==> src/hdl/ssfh_pkg.sv <==
// shared types, constants and functions of the spi slave frame engine
`default_nettype none

package ssfh_pkg;

    localparam int FRAME_BYTES        = 4;
    localparam int STATUS_FRAME_BYTES = 7;
    localparam int POS_W              = $clog2(STATUS_FRAME_BYTES + 1);

    localparam logic [7:0] FRAME_PREFIX   = 8'hAA;
    localparam logic [7:0] ACK_BYTE       = 8'h11;
    localparam logic [7:0] IDLE_BYTE      = 8'hFF;
    localparam logic [7:0] LEN_STATUS     = 8'h07;
    localparam logic [7:0] LEN_PLAIN      = 8'h04;
    localparam logic [7:0] STATUS_CODE_RST = 8'h93;

    typedef enum logic [3:0] {
        EV_NONE        = 4'd0,
        EV_ACCEPTED    = 4'd1,
        EV_BAD_PREFIX  = 4'd2,
        EV_BAD_CSUM    = 4'd3,
        EV_ACK_OK      = 4'd4,
        EV_ACK_BAD     = 4'd5,
        EV_REPLY_OK    = 4'd6,
        EV_REPLY_BAD   = 4'd7,
        EV_REQ_OK      = 4'd8,
        EV_REQ_DEFER   = 4'd9
    } event_t;

    typedef enum logic {
        OP_EXCHANGE = 1'b0,
        OP_REQUEST  = 1'b1
    } op_t;

    typedef struct packed {
        op_t        operation;
        logic [7:0] rx_byte;
        logic [7:0] request_value;
        logic [7:0] status_flags;
        logic [7:0] status_layer;
        logic [7:0] battery_level;
    } item_t;

    typedef struct packed {
        logic [7:0] tx_byte;
        event_t     event_res;
        logic [7:0] frame_command;
        logic [7:0] frame_value;
        logic       attention;
        logic       sequence_end;
    } result_t;

    function automatic logic [3:0] popcount8(input logic [7:0] b);
        logic [3:0] n;
        n = '0;
        for (int i = 0; i < 8; i++) begin
            n = n + {3'd0, b[i]};
        end
        return n;
    endfunction

    function automatic logic [7:0] csum3(input logic [7:0] b0, input logic [7:0] b1,
                                         input logic [7:0] b2);
        return 8'(popcount8(b0)) + 8'(popcount8(b1)) + 8'(popcount8(b2));
    endfunction

endpackage

`default_nettype wire

==> src/hdl/ssfh_core.sv <==
// frame state machine, byte stores and result logic of the spi slave frame engine
`default_nettype none

module ssfh_core (
    input  wire                     aclk,
    input  wire                     aresetn,
    input  wire                     step,
    input  ssfh_pkg::item_t         item,
    input  wire  [7:0]              status_code,
    output ssfh_pkg::result_t       result
);
    import ssfh_pkg::*;

    typedef enum logic [1:0] {
        MODE_IDLE = 2'd0,
        MODE_ACK  = 2'd1,
        MODE_SEQ  = 2'd2
    } mode_t;

    mode_t            mode_reg, mode_next;
    logic [POS_W-1:0] pos_reg, pos_next;
    logic [1:0]       afi_reg, afi_next;
    logic             sv_reg, sv_next;
    logic [7:0]       rx_store_reg [FRAME_BYTES];
    logic [7:0]       rx_store_next [FRAME_BYTES];
    logic [7:0]       tx_store_reg [STATUS_FRAME_BYTES];
    logic [7:0]       tx_store_next [STATUS_FRAME_BYTES];
    logic [7:0]       sec_reg [STATUS_FRAME_BYTES];
    logic [7:0]       sec_next [STATUS_FRAME_BYTES];
    logic [7:0]       echo_cmd_reg, echo_cmd_next;
    logic [7:0]       echo_val_reg, echo_val_next;

    logic [7:0]       rx_view [FRAME_BYTES];
    logic [POS_W-1:0] last_pos;
    logic [POS_W-1:0] pos_n;
    logic             is_status;
    logic             rx_ok;

    always_comb begin
        mode_next     = mode_reg;
        pos_next      = pos_reg;
        afi_next      = afi_reg;
        sv_next       = sv_reg;
        rx_store_next = rx_store_reg;
        tx_store_next = tx_store_reg;
        sec_next      = sec_reg;
        echo_cmd_next = echo_cmd_reg;
        echo_val_next = echo_val_reg;
        result        = '0;
        result.event_res = EV_NONE;
        is_status     = 1'b0;
        last_pos      = POS_W'(FRAME_BYTES - 1);
        pos_n         = '0;
        rx_ok         = 1'b0;
        for (int i = 0; i < FRAME_BYTES; i++) begin
            rx_view[i] = rx_store_reg[i];
        end

        if (item.operation == OP_REQUEST) begin
            if (mode_reg != MODE_IDLE) begin
                result.event_res = EV_REQ_DEFER;
            end else begin
                is_status = (item.request_value == status_code);
                sv_next   = is_status;
                for (int i = 0; i < STATUS_FRAME_BYTES; i++) begin
                    tx_store_next[i] = IDLE_BYTE;
                    sec_next[i]      = IDLE_BYTE;
                end
                tx_store_next[0] = FRAME_PREFIX;
                tx_store_next[1] = 8'h00;
                tx_store_next[2] = is_status ? LEN_STATUS : LEN_PLAIN;
                tx_store_next[3] = csum3(FRAME_PREFIX, 8'h00, tx_store_next[2]);
                sec_next[0] = FRAME_PREFIX;
                sec_next[1] = 8'h00;
                sec_next[2] = item.request_value;
                if (is_status) begin
                    sec_next[3] = item.status_flags;
                    sec_next[4] = item.status_layer;
                    sec_next[5] = item.battery_level;
                    sec_next[6] = csum3(FRAME_PREFIX, 8'h00, item.request_value)
                                + csum3(item.status_flags, item.status_layer,
                                        item.battery_level);
                end else begin
                    sec_next[3] = csum3(FRAME_PREFIX, 8'h00, item.request_value);
                end
                mode_next = MODE_SEQ;
                afi_next  = 2'd0;
                pos_next  = '0;
                result.event_res = EV_REQ_OK;
            end
        end else begin
            if (mode_reg == MODE_SEQ && afi_reg == 2'd1 && sv_reg) begin
                last_pos = POS_W'(STATUS_FRAME_BYTES - 1);
            end
            pos_n = (pos_reg > last_pos) ? '0 : pos_reg;
            result.tx_byte = tx_store_reg[pos_n];
            for (int i = 0; i < FRAME_BYTES; i++) begin
                if (pos_n == POS_W'(i)) begin
                    rx_view[i]       = item.rx_byte;
                    rx_store_next[i] = item.rx_byte;
                end
            end
            rx_ok = (rx_view[0] == FRAME_PREFIX)
                 && (rx_view[3] == csum3(rx_view[0], rx_view[1], rx_view[2]));

            if (pos_n == last_pos) begin
                pos_next = '0;
                unique case (mode_reg)
                    MODE_ACK: begin
                        result.frame_command = echo_cmd_reg;
                        result.frame_value   = echo_val_reg;
                        result.event_res = (rx_view[0] == ACK_BYTE && rx_view[1] == ACK_BYTE
                                         && rx_view[2] == ACK_BYTE && rx_view[3] == ACK_BYTE)
                                         ? EV_ACK_OK : EV_ACK_BAD;
                        for (int i = 0; i < STATUS_FRAME_BYTES; i++) begin
                            tx_store_next[i] = IDLE_BYTE;
                        end
                        mode_next = MODE_IDLE;
                    end
                    MODE_SEQ: begin
                        result.frame_command = rx_view[1];
                        result.frame_value   = rx_view[2];
                        result.event_res = rx_ok ? EV_REPLY_OK : EV_REPLY_BAD;
                        if (afi_reg == 2'd0) begin
                            afi_next      = 2'd1;
                            tx_store_next = sec_reg;
                        end else begin
                            for (int i = 0; i < STATUS_FRAME_BYTES; i++) begin
                                tx_store_next[i] = IDLE_BYTE;
                            end
                            if (afi_reg == 2'd1) begin
                                afi_next = 2'd2;
                            end else begin
                                afi_next  = 2'd0;
                                mode_next = MODE_IDLE;
                                result.sequence_end = 1'b1;
                            end
                        end
                    end
                    default: begin
                        result.frame_command = rx_view[1];
                        result.frame_value   = rx_view[2];
                        if (rx_view[0] != FRAME_PREFIX) begin
                            result.event_res = EV_BAD_PREFIX;
                        end else if (!rx_ok) begin
                            result.event_res = EV_BAD_CSUM;
                        end else begin
                            result.event_res = EV_ACCEPTED;
                            echo_cmd_next    = rx_view[1];
                            echo_val_next    = rx_view[2];
                            for (int i = 0; i < STATUS_FRAME_BYTES; i++) begin
                                tx_store_next[i] = (i < FRAME_BYTES) ? rx_view[i % FRAME_BYTES]
                                                                     : IDLE_BYTE;
                            end
                            mode_next = MODE_ACK;
                        end
                    end
                endcase
            end else begin
                pos_next = pos_n + POS_W'(1);
            end
        end
        result.attention = (mode_next == MODE_SEQ);
    end

    always_ff @(posedge aclk) begin
        if (!aresetn) begin
            mode_reg <= MODE_IDLE;
            pos_reg  <= '0;
            afi_reg  <= '0;
            sv_reg   <= 1'b0;
            for (int i = 0; i < STATUS_FRAME_BYTES; i++) begin
                tx_store_reg[i] <= IDLE_BYTE;
            end
        end else if (step) begin
            mode_reg     <= mode_next;
            pos_reg      <= pos_next;
            afi_reg      <= afi_next;
            sv_reg       <= sv_next;
            tx_store_reg <= tx_store_next;
        end
    end

    // stores that are only read after being written
    always_ff @(posedge aclk) begin
        if (step) begin
            rx_store_reg <= rx_store_next;
            sec_reg      <= sec_next;
            echo_cmd_reg <= echo_cmd_next;
            echo_val_reg <= echo_val_next;
        end
    end

endmodule

`default_nettype wire

==> src/hdl/spi_slave_frame_handshake_unit.sv <==
// Top level of the spi slave frame engine: input register, core and output register.
//
// One input word per spi byte exchange (tuser = 0) or per active request (tuser = 1).
// Each input word yields exactly one output word: the byte shifted out, an event
// code in tuser, the command and value bytes of a completed frame, the attention
// level, and tlast on the exchange that ends the active three-frame sequence.
// The word sits in the input register and passes the frame logic into the output
// register once that register is empty or its word is being taken.
// Throughput is one word per cycle while m_axis_tready stays high; the frame logic
// is combinational and the state updates as the word leaves the input register.
// When the receiver holds m_axis_tready low the output register keeps its word,
// the input register fills, and s_axis_tready drops until the output drains.
// Reset (aresetn low, synchronous) empties both registers, returns to passive
// idle at byte position zero, fills the transmit bytes with 0xFF and sets the
// status request code to 0x93. The user writes the code through cfg_wr_en/cfg_wr_data
// only while no word is in flight; the block itself does not enforce this.
`default_nettype none

module spi_slave_frame_handshake_unit (
    input  wire         aclk,
    input  wire         aresetn,
    input  wire         s_axis_tvalid,
    output logic        s_axis_tready,
    // rx_byte, request_value, status_flags, status_layer, battery_level
    input  wire  [39:0] s_axis_tdata,
    // operation
    input  wire  [0:0]  s_axis_tuser,
    output logic        m_axis_tvalid,
    input  wire         m_axis_tready,
    // tx_byte, frame_command, frame_value, attention, zero pad
    output logic [31:0] m_axis_tdata,
    // event_res
    output logic [3:0]  m_axis_tuser,
    // sequence_end
    output logic        m_axis_tlast,
    input  wire         cfg_wr_en,
    input  wire  [7:0]  cfg_wr_data
);
    import ssfh_pkg::*;

    logic       in_valid_reg, in_valid_next;
    item_t      in_item_reg;
    logic       out_valid_reg, out_valid_next;
    result_t    out_result_reg;
    result_t    core_result;
    logic [7:0] status_code_reg;
    logic       advance;

    assign advance        = in_valid_reg && (!out_valid_reg || m_axis_tready);
    assign s_axis_tready  = !in_valid_reg || advance;
    assign in_valid_next  = s_axis_tvalid ? 1'b1 : (advance ? 1'b0 : in_valid_reg);
    assign out_valid_next = advance ? 1'b1 : (m_axis_tready ? 1'b0 : out_valid_reg);

    ssfh_core u_core (
        .aclk        (aclk),
        .aresetn     (aresetn),
        .step        (advance),
        .item        (in_item_reg),
        .status_code (status_code_reg),
        .result      (core_result)
    );

    always_ff @(posedge aclk) begin
        if (!aresetn) begin
            in_valid_reg    <= 1'b0;
            out_valid_reg   <= 1'b0;
            status_code_reg <= STATUS_CODE_RST;
        end else begin
            if (s_axis_tready) begin
                in_valid_reg <= in_valid_next;
            end
            out_valid_reg <= out_valid_next;
            if (cfg_wr_en) begin
                status_code_reg <= cfg_wr_data;
            end
        end
    end

    always_ff @(posedge aclk) begin
        if (s_axis_tvalid && s_axis_tready) begin
            in_item_reg.operation     <= op_t'(s_axis_tuser[0]);
            in_item_reg.rx_byte       <= s_axis_tdata[7:0];
            in_item_reg.request_value <= s_axis_tdata[15:8];
            in_item_reg.status_flags  <= s_axis_tdata[23:16];
            in_item_reg.status_layer  <= s_axis_tdata[31:24];
            in_item_reg.battery_level <= s_axis_tdata[39:32];
        end
        if (advance) begin
            out_result_reg <= core_result;
        end
    end

    assign m_axis_tvalid = out_valid_reg;
    assign m_axis_tdata  = {7'd0, out_result_reg.attention, out_result_reg.frame_value,
                            out_result_reg.frame_command, out_result_reg.tx_byte};
    assign m_axis_tuser  = out_result_reg.event_res;
    assign m_axis_tlast  = out_result_reg.sequence_end;

endmodule

`default_nettype wire

==> config.mk <==
export PLATFORM = sky130hd
export DESIGN_NAME = spi_slave_frame_handshake_unit
export DESIGN_NICKNAME = d
export VERILOG_FILES = /design/src/hdl/ssfh_pkg.sv /design/src/hdl/ssfh_core.sv /design/src/hdl/spi_slave_frame_handshake_unit.sv
export SDC_FILE = /design/constraint.sdc
export NUM_CORES = 1
export LEC_CHECK = 0
export BUFFER_PORTS_ARGS = -buffer_cell sky130_fd_sc_hd__buf_2
export CAP_MARGIN = 5
export CORE_MARGIN = 3
export CORE_UTILIZATION = 60
export DETAILED_ROUTE_END_ITERATION = 7
export GPL_ROUTABILITY_DRIVEN = 0
export PLACE_DENSITY_LB_ADDON = 0.3
export SETUP_SLACK_MARGIN = 0.5
export SYNTH_ARGS = -nofsm -noshare
export SYNTH_HDL_FRONTEND = slang
export SYNTH_HIERARCHICAL = 1
export SYNTH_SLANG_ARGS = --single-unit
export TNS_END_PERCENT = 10
==> constraint.sdc <==
create_clock -name aclk -period 11.6 [get_ports aclk]
set_input_delay 0.58 -clock aclk [delete_from_list [all_inputs] [get_ports aclk]]
set_output_delay 0.58 -clock aclk [all_outputs]
set_load 0.005 [all_outputs]
== Word level (Yosys, flattened, before mapping) ==
Cells that the tools add are included.
Word-level totals
  flip-flop bits (word level): 233
  input port bits: 54
  output and inout bits: 39
Operators by class
  add/sub/neg operators: 64
  order comparisons: 2
  eq/ne operators: 18
  mux-type cells: 53
  bitwise logic cells: 7
  reductions and logical operators: 30
Operators with widths (number)
  two-way mux 56 bit: 5
  adder 4 x 1 -> 4 bit: 42
  case mux 56 bit (2 select lines): 1
  two-way mux 8 bit: 11
  two-way mux 55 bit: 1
  case mux 20 bit (2 select lines): 1
  equality test 8 x 5 -> 1 bit (second input constant): 4
  two-way mux 2 bit: 15
  adder 4 x 1 -> 4 bit (second input constant): 6
  binary-select mux 8 bit (select 3 bit): 1
  two-way mux 20 bit: 1
  two-way mux 3 bit: 6
  adder 1 x 1 -> 2 bit: 8
  adder 8 x 4 -> 8 bit: 2
  equality test 8 bit: 2
  adder 3 x 4 -> 5 bit (first input constant): 2
  adder 4 x 4 -> 5 bit: 2
  nonzero test 2 bit: 5
  adder 5 x 8 -> 8 bit: 1
  equality test 8 bit (second input constant): 1
  logical AND 1 bit: 8
  two-way mux 1 bit: 8
  two-way mux 4 bit: 2
  inequality test 8 bit (second input constant): 1
  other kinds (25): 38

== Longest topological paths before layout ==
  depth after elaboration: 27
  gate-level depth with buffers: 33
  mapped depth without buffers: 30

== Cells and area by module ==
Netlist, hierarchy kept.
By module, submodules not included
  ssfh_core: instances 1, cells each 887, area an instance 8902.3 um^2, seq. area each 3873.7 um^2
  spi_slave_frame_handshake_unit: instances 1, cells each 114, area an instance 2568.7 um^2, seq. area each 2332.2 um^2

== Worst setup path after synthesis ==
Ideal clock, no wire load.
  path kind: reg-to-reg
  start point: register u_core.mode_reg[0]
  end point: register u_core.mode_reg[0]
  arrival time: 8967 ps
  setup slack: 2570 ps
  stages on the path, launching flop included: 32
  path through: dfxtp_1 > inv_1 > ha_1 > nand4b_1 > ha_1 > and3b_1 > o21ai_0 > and2_1 > clkbuf_1 > clkinv_1 > buf_1 > ha_1 > o211ai_1 > clkbuf_1 > mux2_2 > fa_1 > inv_1 > fa_1 > fa_1 > inv_1 > fa_1 > inv_1 > fa_1 > inv_1 > ha_1 > fa_1 > a21o_1 > a21oi_1 > xor2_1 > nand4_1 > nor3_1 > o221a_2
On the way
  word-level cells in the longest chain between the ends: 26
  elaborated cells between the ends (all ways): 57
  classes of those cells: 23 x add/sub; 1 x order compare; 9 x eq/ne; 19 x mux; 5 x reduce/logical
Ends and longest elaborated chain
  start, declared: line ssfh_core.sv:20  | mode_t mode_reg, mode_next;
  start signal, assigned: line ssfh_core.sv:176  | mode_reg <= mode_next;
  equality test 2 bit: line ssfh_core.sv:92, ssfh_core.sv:108
  logical AND 1 bit (2 in series): line ssfh_core.sv:92  | if (mode_reg == MODE_SEQ && afi_reg == 2'd1 && sv_reg) begin
  two-way mux 3 bit: line ssfh_core.sv:92
  two-way mux 3 bit: line ssfh_core.sv:59  | if (item.operation == OP_REQUEST) begin
  > comparator 3 bit: line ssfh_core.sv:95  | pos_n = (pos_reg > last_pos) ? '0 : pos_reg;
  two-way mux 3 bit: line ssfh_core.sv:95
  equality test 3 x 1 -> 1 bit or logical NOT 3 bit (tied branches): line ssfh_core.sv:98  | if (pos_n == POS_W'(i)) begin
  two-way mux 8 bit: line ssfh_core.sv:98
  (+9 left out)
  adder 8 x 4 -> 8 bit: line ssfh_pkg.sv:64  | return 8'(popcount8(b0)) + 8'(popcount8(b1)) + 8'(popcount8(b2));
  equality test 8 bit: line ssfh_core.sv:104  | && (rx_view[3] == csum3(rx_view[0], rx_view[1], rx_view[2]));
  logical AND 1 bit: line ssfh_core.sv:104
  two-way mux 2 bit: line ssfh_core.sv:145  | end else if (!rx_ok) begin
  two-way mux 2 bit: line ssfh_core.sv:143  | if (rx_view[0] != FRAME_PREFIX) begin
  case mux 2 bit (2 select lines): line ssfh_core.sv:108  | unique case (mode_reg)
  two-way mux 2 bit: line ssfh_core.sv:106  | if (pos_n == last_pos) begin
  two-way mux 2 bit (*): line ssfh_core.sv:59
Mark *: on every way between the ends. The rest lies on a longest branch, timed or not. The select of a mux whose other input is x is not followed.
A chain may end at the register's enable or synchronous reset.

== Final worst setup path ==
  start point: register u_core.mode_reg[0]
  end point: register u_core/tx_store_reg[15] (netlist bit)
On the way
  word-level cells in the longest chain between the ends: 23
  elaborated cells between the ends (all ways): 57
  classes of those cells: 23 x add/sub; 1 x order compare; 11 x eq/ne; 14 x mux; 8 x reduce/logical
Ends and longest elaborated chain
  equality test 2 bit: line ssfh_core.sv:92, ssfh_core.sv:108
  logical AND 1 bit (2 in series): line ssfh_core.sv:92
  two-way mux 3 bit: line ssfh_core.sv:92
  two-way mux 3 bit: line ssfh_core.sv:59
  > comparator 3 bit: line ssfh_core.sv:95
  two-way mux 3 bit: line ssfh_core.sv:95
  equality test 3 x 1 -> 1 bit or logical NOT 3 bit (tied branches): line ssfh_core.sv:98
  two-way mux 8 bit: line ssfh_core.sv:98
  two-way mux 8 bit: line ssfh_core.sv:59
  adder 1 x 1 -> 2 bit: line ssfh_pkg.sv:57  | n = n + {3'd0, b[i]};
  adder 4 x 1 -> 4 bit (6 in series): line ssfh_pkg.sv:57
  adder 4 x 4 -> 5 bit: line ssfh_pkg.sv:64
  adder 8 x 4 -> 8 bit: line ssfh_pkg.sv:64
  equality test 8 bit: line ssfh_core.sv:104
  logical AND 1 bit: line ssfh_core.sv:104
  nonzero test 4 bit (no line)
  AND reduction 5 bit (no line)
  end signal, assigned: line ssfh_core.sv:180  | tx_store_reg <= tx_store_next;
  end, declared: line ssfh_core.sv:26  | logic [7:0] tx_store_reg [STATUS_FRAME_BYTES];
Parallel ways exist; a longest one is shown, timed or not. The select of a mux whose other input is x is not followed.

==> impl_results.md <==
* Outcome: finished clean
* PortBufs at 85
* Post-DRT Antenna Nets at 0
* Leading cell type in the layout, fill and taps excluded: edfxtp_1
* Total core area at 18400 um2
* Depth of the most critical reg-to-reg path at 31
* ANT cells at 0
* Die Ht at 144 um
* Max reg flops at 55
* Initial antenna violation count at 0
* Final Routed Wirelength at 25800 um
* Capturing point of the worst reg2reg path: u_core/tx_store_reg[15]$_SDFFE_PN1P_
* Final hold viol count at 0
* Top cells by area, synth: edfxtp_1 (41%), dfxtp_1 (13%), fa_1 (7.3%)
* Vias in the first global route at 7668
* Worst setup SP type: flop
* # hold bufs at CTS at 0
* Post-synthesis sequential area ratio at 54.1%
* Mapped cell area at roughly 11000 um2
* Crit Path Category: reg2reg
* Crit path max fanout at 47
* Clock skew at 0.0156 ns
* Power Dens Cells at 187 nW/um2
* RSZ-0062 raised after global routing: no
* FFs w/ async S/R, synth at 0%
* WHS Path Cells at 1
* Maxcap violations at 0
* Clock root buffer: clkbuf_16
* Most frequent cells in the layout: edfxtp_1 (158), nand2_1 (131), inv_1 (88), buf_2 (85), dfxtp_1 (73)
* H-tree levels at 1
* # setup viols final at 0
* First-pass iteration count of the detailed router at 5
* Non-filler cells, final at 1316
* Worst hold path class: in2reg
* CTS tree: yes
* Placed cells at 1272
* Worst path most repeated cell: fa_1
* First-pass GRT wire length at 40600 um
* Setup TNS at 0 ns
* Highest Signal Layer: met4
* Max incr delay on CP at 0.67 ns
* M1 wire length at 10700 um
* Slew @ Worst Pin at 1.24 ns
* Maximum clock insertion buffer count at 3
* Initial drt markers at 648
* Final Critical Period at just under 10 ns
* Die width at ~140 um
* PnR worst setup slack at 1.94 ns
* Fraction of layout cells with a size suffix above 1 at between 15 and 20%
* Yosys cell types at a little under 70
* Synth Register Bits at 231
* Met2 WL at 12100 um
* Period utilization at 83.3%
* Worst path slowest cell: a22oi_4
* Req. time, crit path at roughly 12 ns
* Reg-to-reg startpoint: u_core/mode_reg[0]$_SDFFE_PN0P_
* Post-synth top area cell: edfxtp_1
* Largest net degree at the start of global routing at 76
* Clock sinks at approximately 230
* Core Rows at 49
* Maximum vdd drop at 0.165 mV
* Overflow after GRT at 0
* Area grow syn2layout at 12.3%
* Vias per cell at 5.99
* Leak pwr at 5.05 nW
* GRT Total Usage at 25.1%
* Register-to-register path setup slack at ~1.9 ns
* Skew-Pair Late Insertion Delay at between 0.5 and 0.6 ns
* Clk slew on worst S/H paths at 0.06 ns
* Final Max Tran Viols at 0
* Worst Hold Path EP: in_item_reg[18]$_DFFE_PP_
* Layout Nets at 1192
* Yosys top cell area share at 41.4%
* Place WS at 2.04 ns
* Initial Util at 62.4%
* Warnings, synthesis at 6
* Cells after Synth at roughly 1000
* Critical path data arrival time at 10.09 ns
* Post-synth EDFFs at roughly 160
* Crit. End Element: flop
* Setup bufs post-CTS at 0
* Ys flop type: edfxtp_1
* Syn Area/Cell at 11.5 um2
* Worst rel slew slack at between 15 and 20%
* Fmax at a little over 0.1 GHz
* Routed met3 length at 2080 um
* DRC at 0
* Hold_sp: s_axis_tdata[18]
* Die ar. at between 20000 and 25000 um2
* DR vias at 7881
* CTS Buf Count at 24
* CTS resizes at 0
* Io pins at between 90 and 100
* Post-DP HPWL at 18200 um
* Wirelength per Cell at 19.6 um
report_power, final:
part / total, mW / internal (mW) / leakage [nW] / switching, mW
Combinational: 0.675 / 0.299 / 2.62 / 0.376
Clock: 0.807 / 0.504 / 0.429 / 0.303
Sequential: 0.926 / 0.909 / 2.00 / 0.0175
Total: 2.41 / 1.71 / 5.05 / 0.697
through the flow:
step	hold slack [ns]	power, mW	utilization (%)	cell area (um2)
3_3_place_gp	0.460	1.58	65.4	12000
6_report	0.246	2.41	70.1	12900
5_1_grt	0.228	2.55	70.1	12900
2_1_floorplan	0.444	1.47	-	11500
3_5_place_dp	0.465	1.62	65.4	12000
4_1_cts	0.228	2.43	70.1	12900
synth_stat cells, types with 27 or more instances:
library cell and instances:
a21oi_1 31, edfxtp_1 158, dfxtp_1 73, o21ai_0 43
clkbuf_1 35, nor3b_1 32, a31oi_1 30, ha_1 27
nand2_1 131, inv_1 88, fa_1 42, nor2_1 41
final cells by class:
| type | count | area [um2] |
|---|---|---|
| sequential | 231 | 6210 |
| fill | 1288 | 5510 |
| multi-input combinational | 622 | 4640 |
| clock buffer | 41 | 823 |
| timing repair buffer | 99 | 543 |
| inverter | 91 | 342 |
| tap | 229 | 287 |
| clock inverter | 3 | 40.0 |
worst max path at each step:
stage | start | end | depth (start not counted)
after global placement | u_core/mode_reg[0]$_SDFFE_PN0P_ | u_core/tx_store_reg[14]$_SDFFE_PN1P_ | 31
after CTS | u_core/mode_reg[0]$_SDFFE_PN0P_ | u_core/tx_store_reg[14]$_SDFFE_PN1P_ | 31
after floorplan | u_core/mode_reg[0]$_SDFFE_PN0P_ | u_core/mode_reg[0]$_SDFFE_PN0P_ | 31
after global routing | u_core/mode_reg[0]$_SDFFE_PN0P_ | u_core/tx_store_reg[14]$_SDFFE_PN1P_ | 31
final | u_core/mode_reg[0]$_SDFFE_PN0P_ | u_core/tx_store_reg[15]$_SDFFE_PN1P_ | 31
after detailed placement | u_core/mode_reg[0]$_SDFFE_PN0P_ | u_core/tx_store_reg[14]$_SDFFE_PN1P_ | 31
worst max-delay path: cells and delay by family, from the launching register on:
| kind | cells | cell delay [ns] |
|---|---|---|
| muxes | 1 | 0.50 |
| AOI/OAI and AO/OA | 4 | 1.48 |
| xor gates and xnor gates | 2 | 0.33 |
| and+or+nand+nor | 6 | 1.61 |
| buffers and inverters | 8 | 1.24 |
| adders and majority gates | 10 | 4.04 |
| DFF | 1 | 0.34 |
kinds of logic after synthesis:
group	Yosys count	synth area share (%)
other cells	1	0.0327
fa+ha+maj	69	10.3
compound gates	188	11.1
buf+inv	154	5.84
simple gates	296	13.0
mux	45	4.20
flops	231	54.1
xor+xnor	17	1.43
layer usage:
metal / track usage (%) / vias up
met5: 0 / -
met4: 8.44 / 0
met3: 4.56 / 73
met2: 40.9 / 356
met1: 34.6 / 3777
li1: - / 3675
Note: power is estimated with default switching activity, not from simulation.
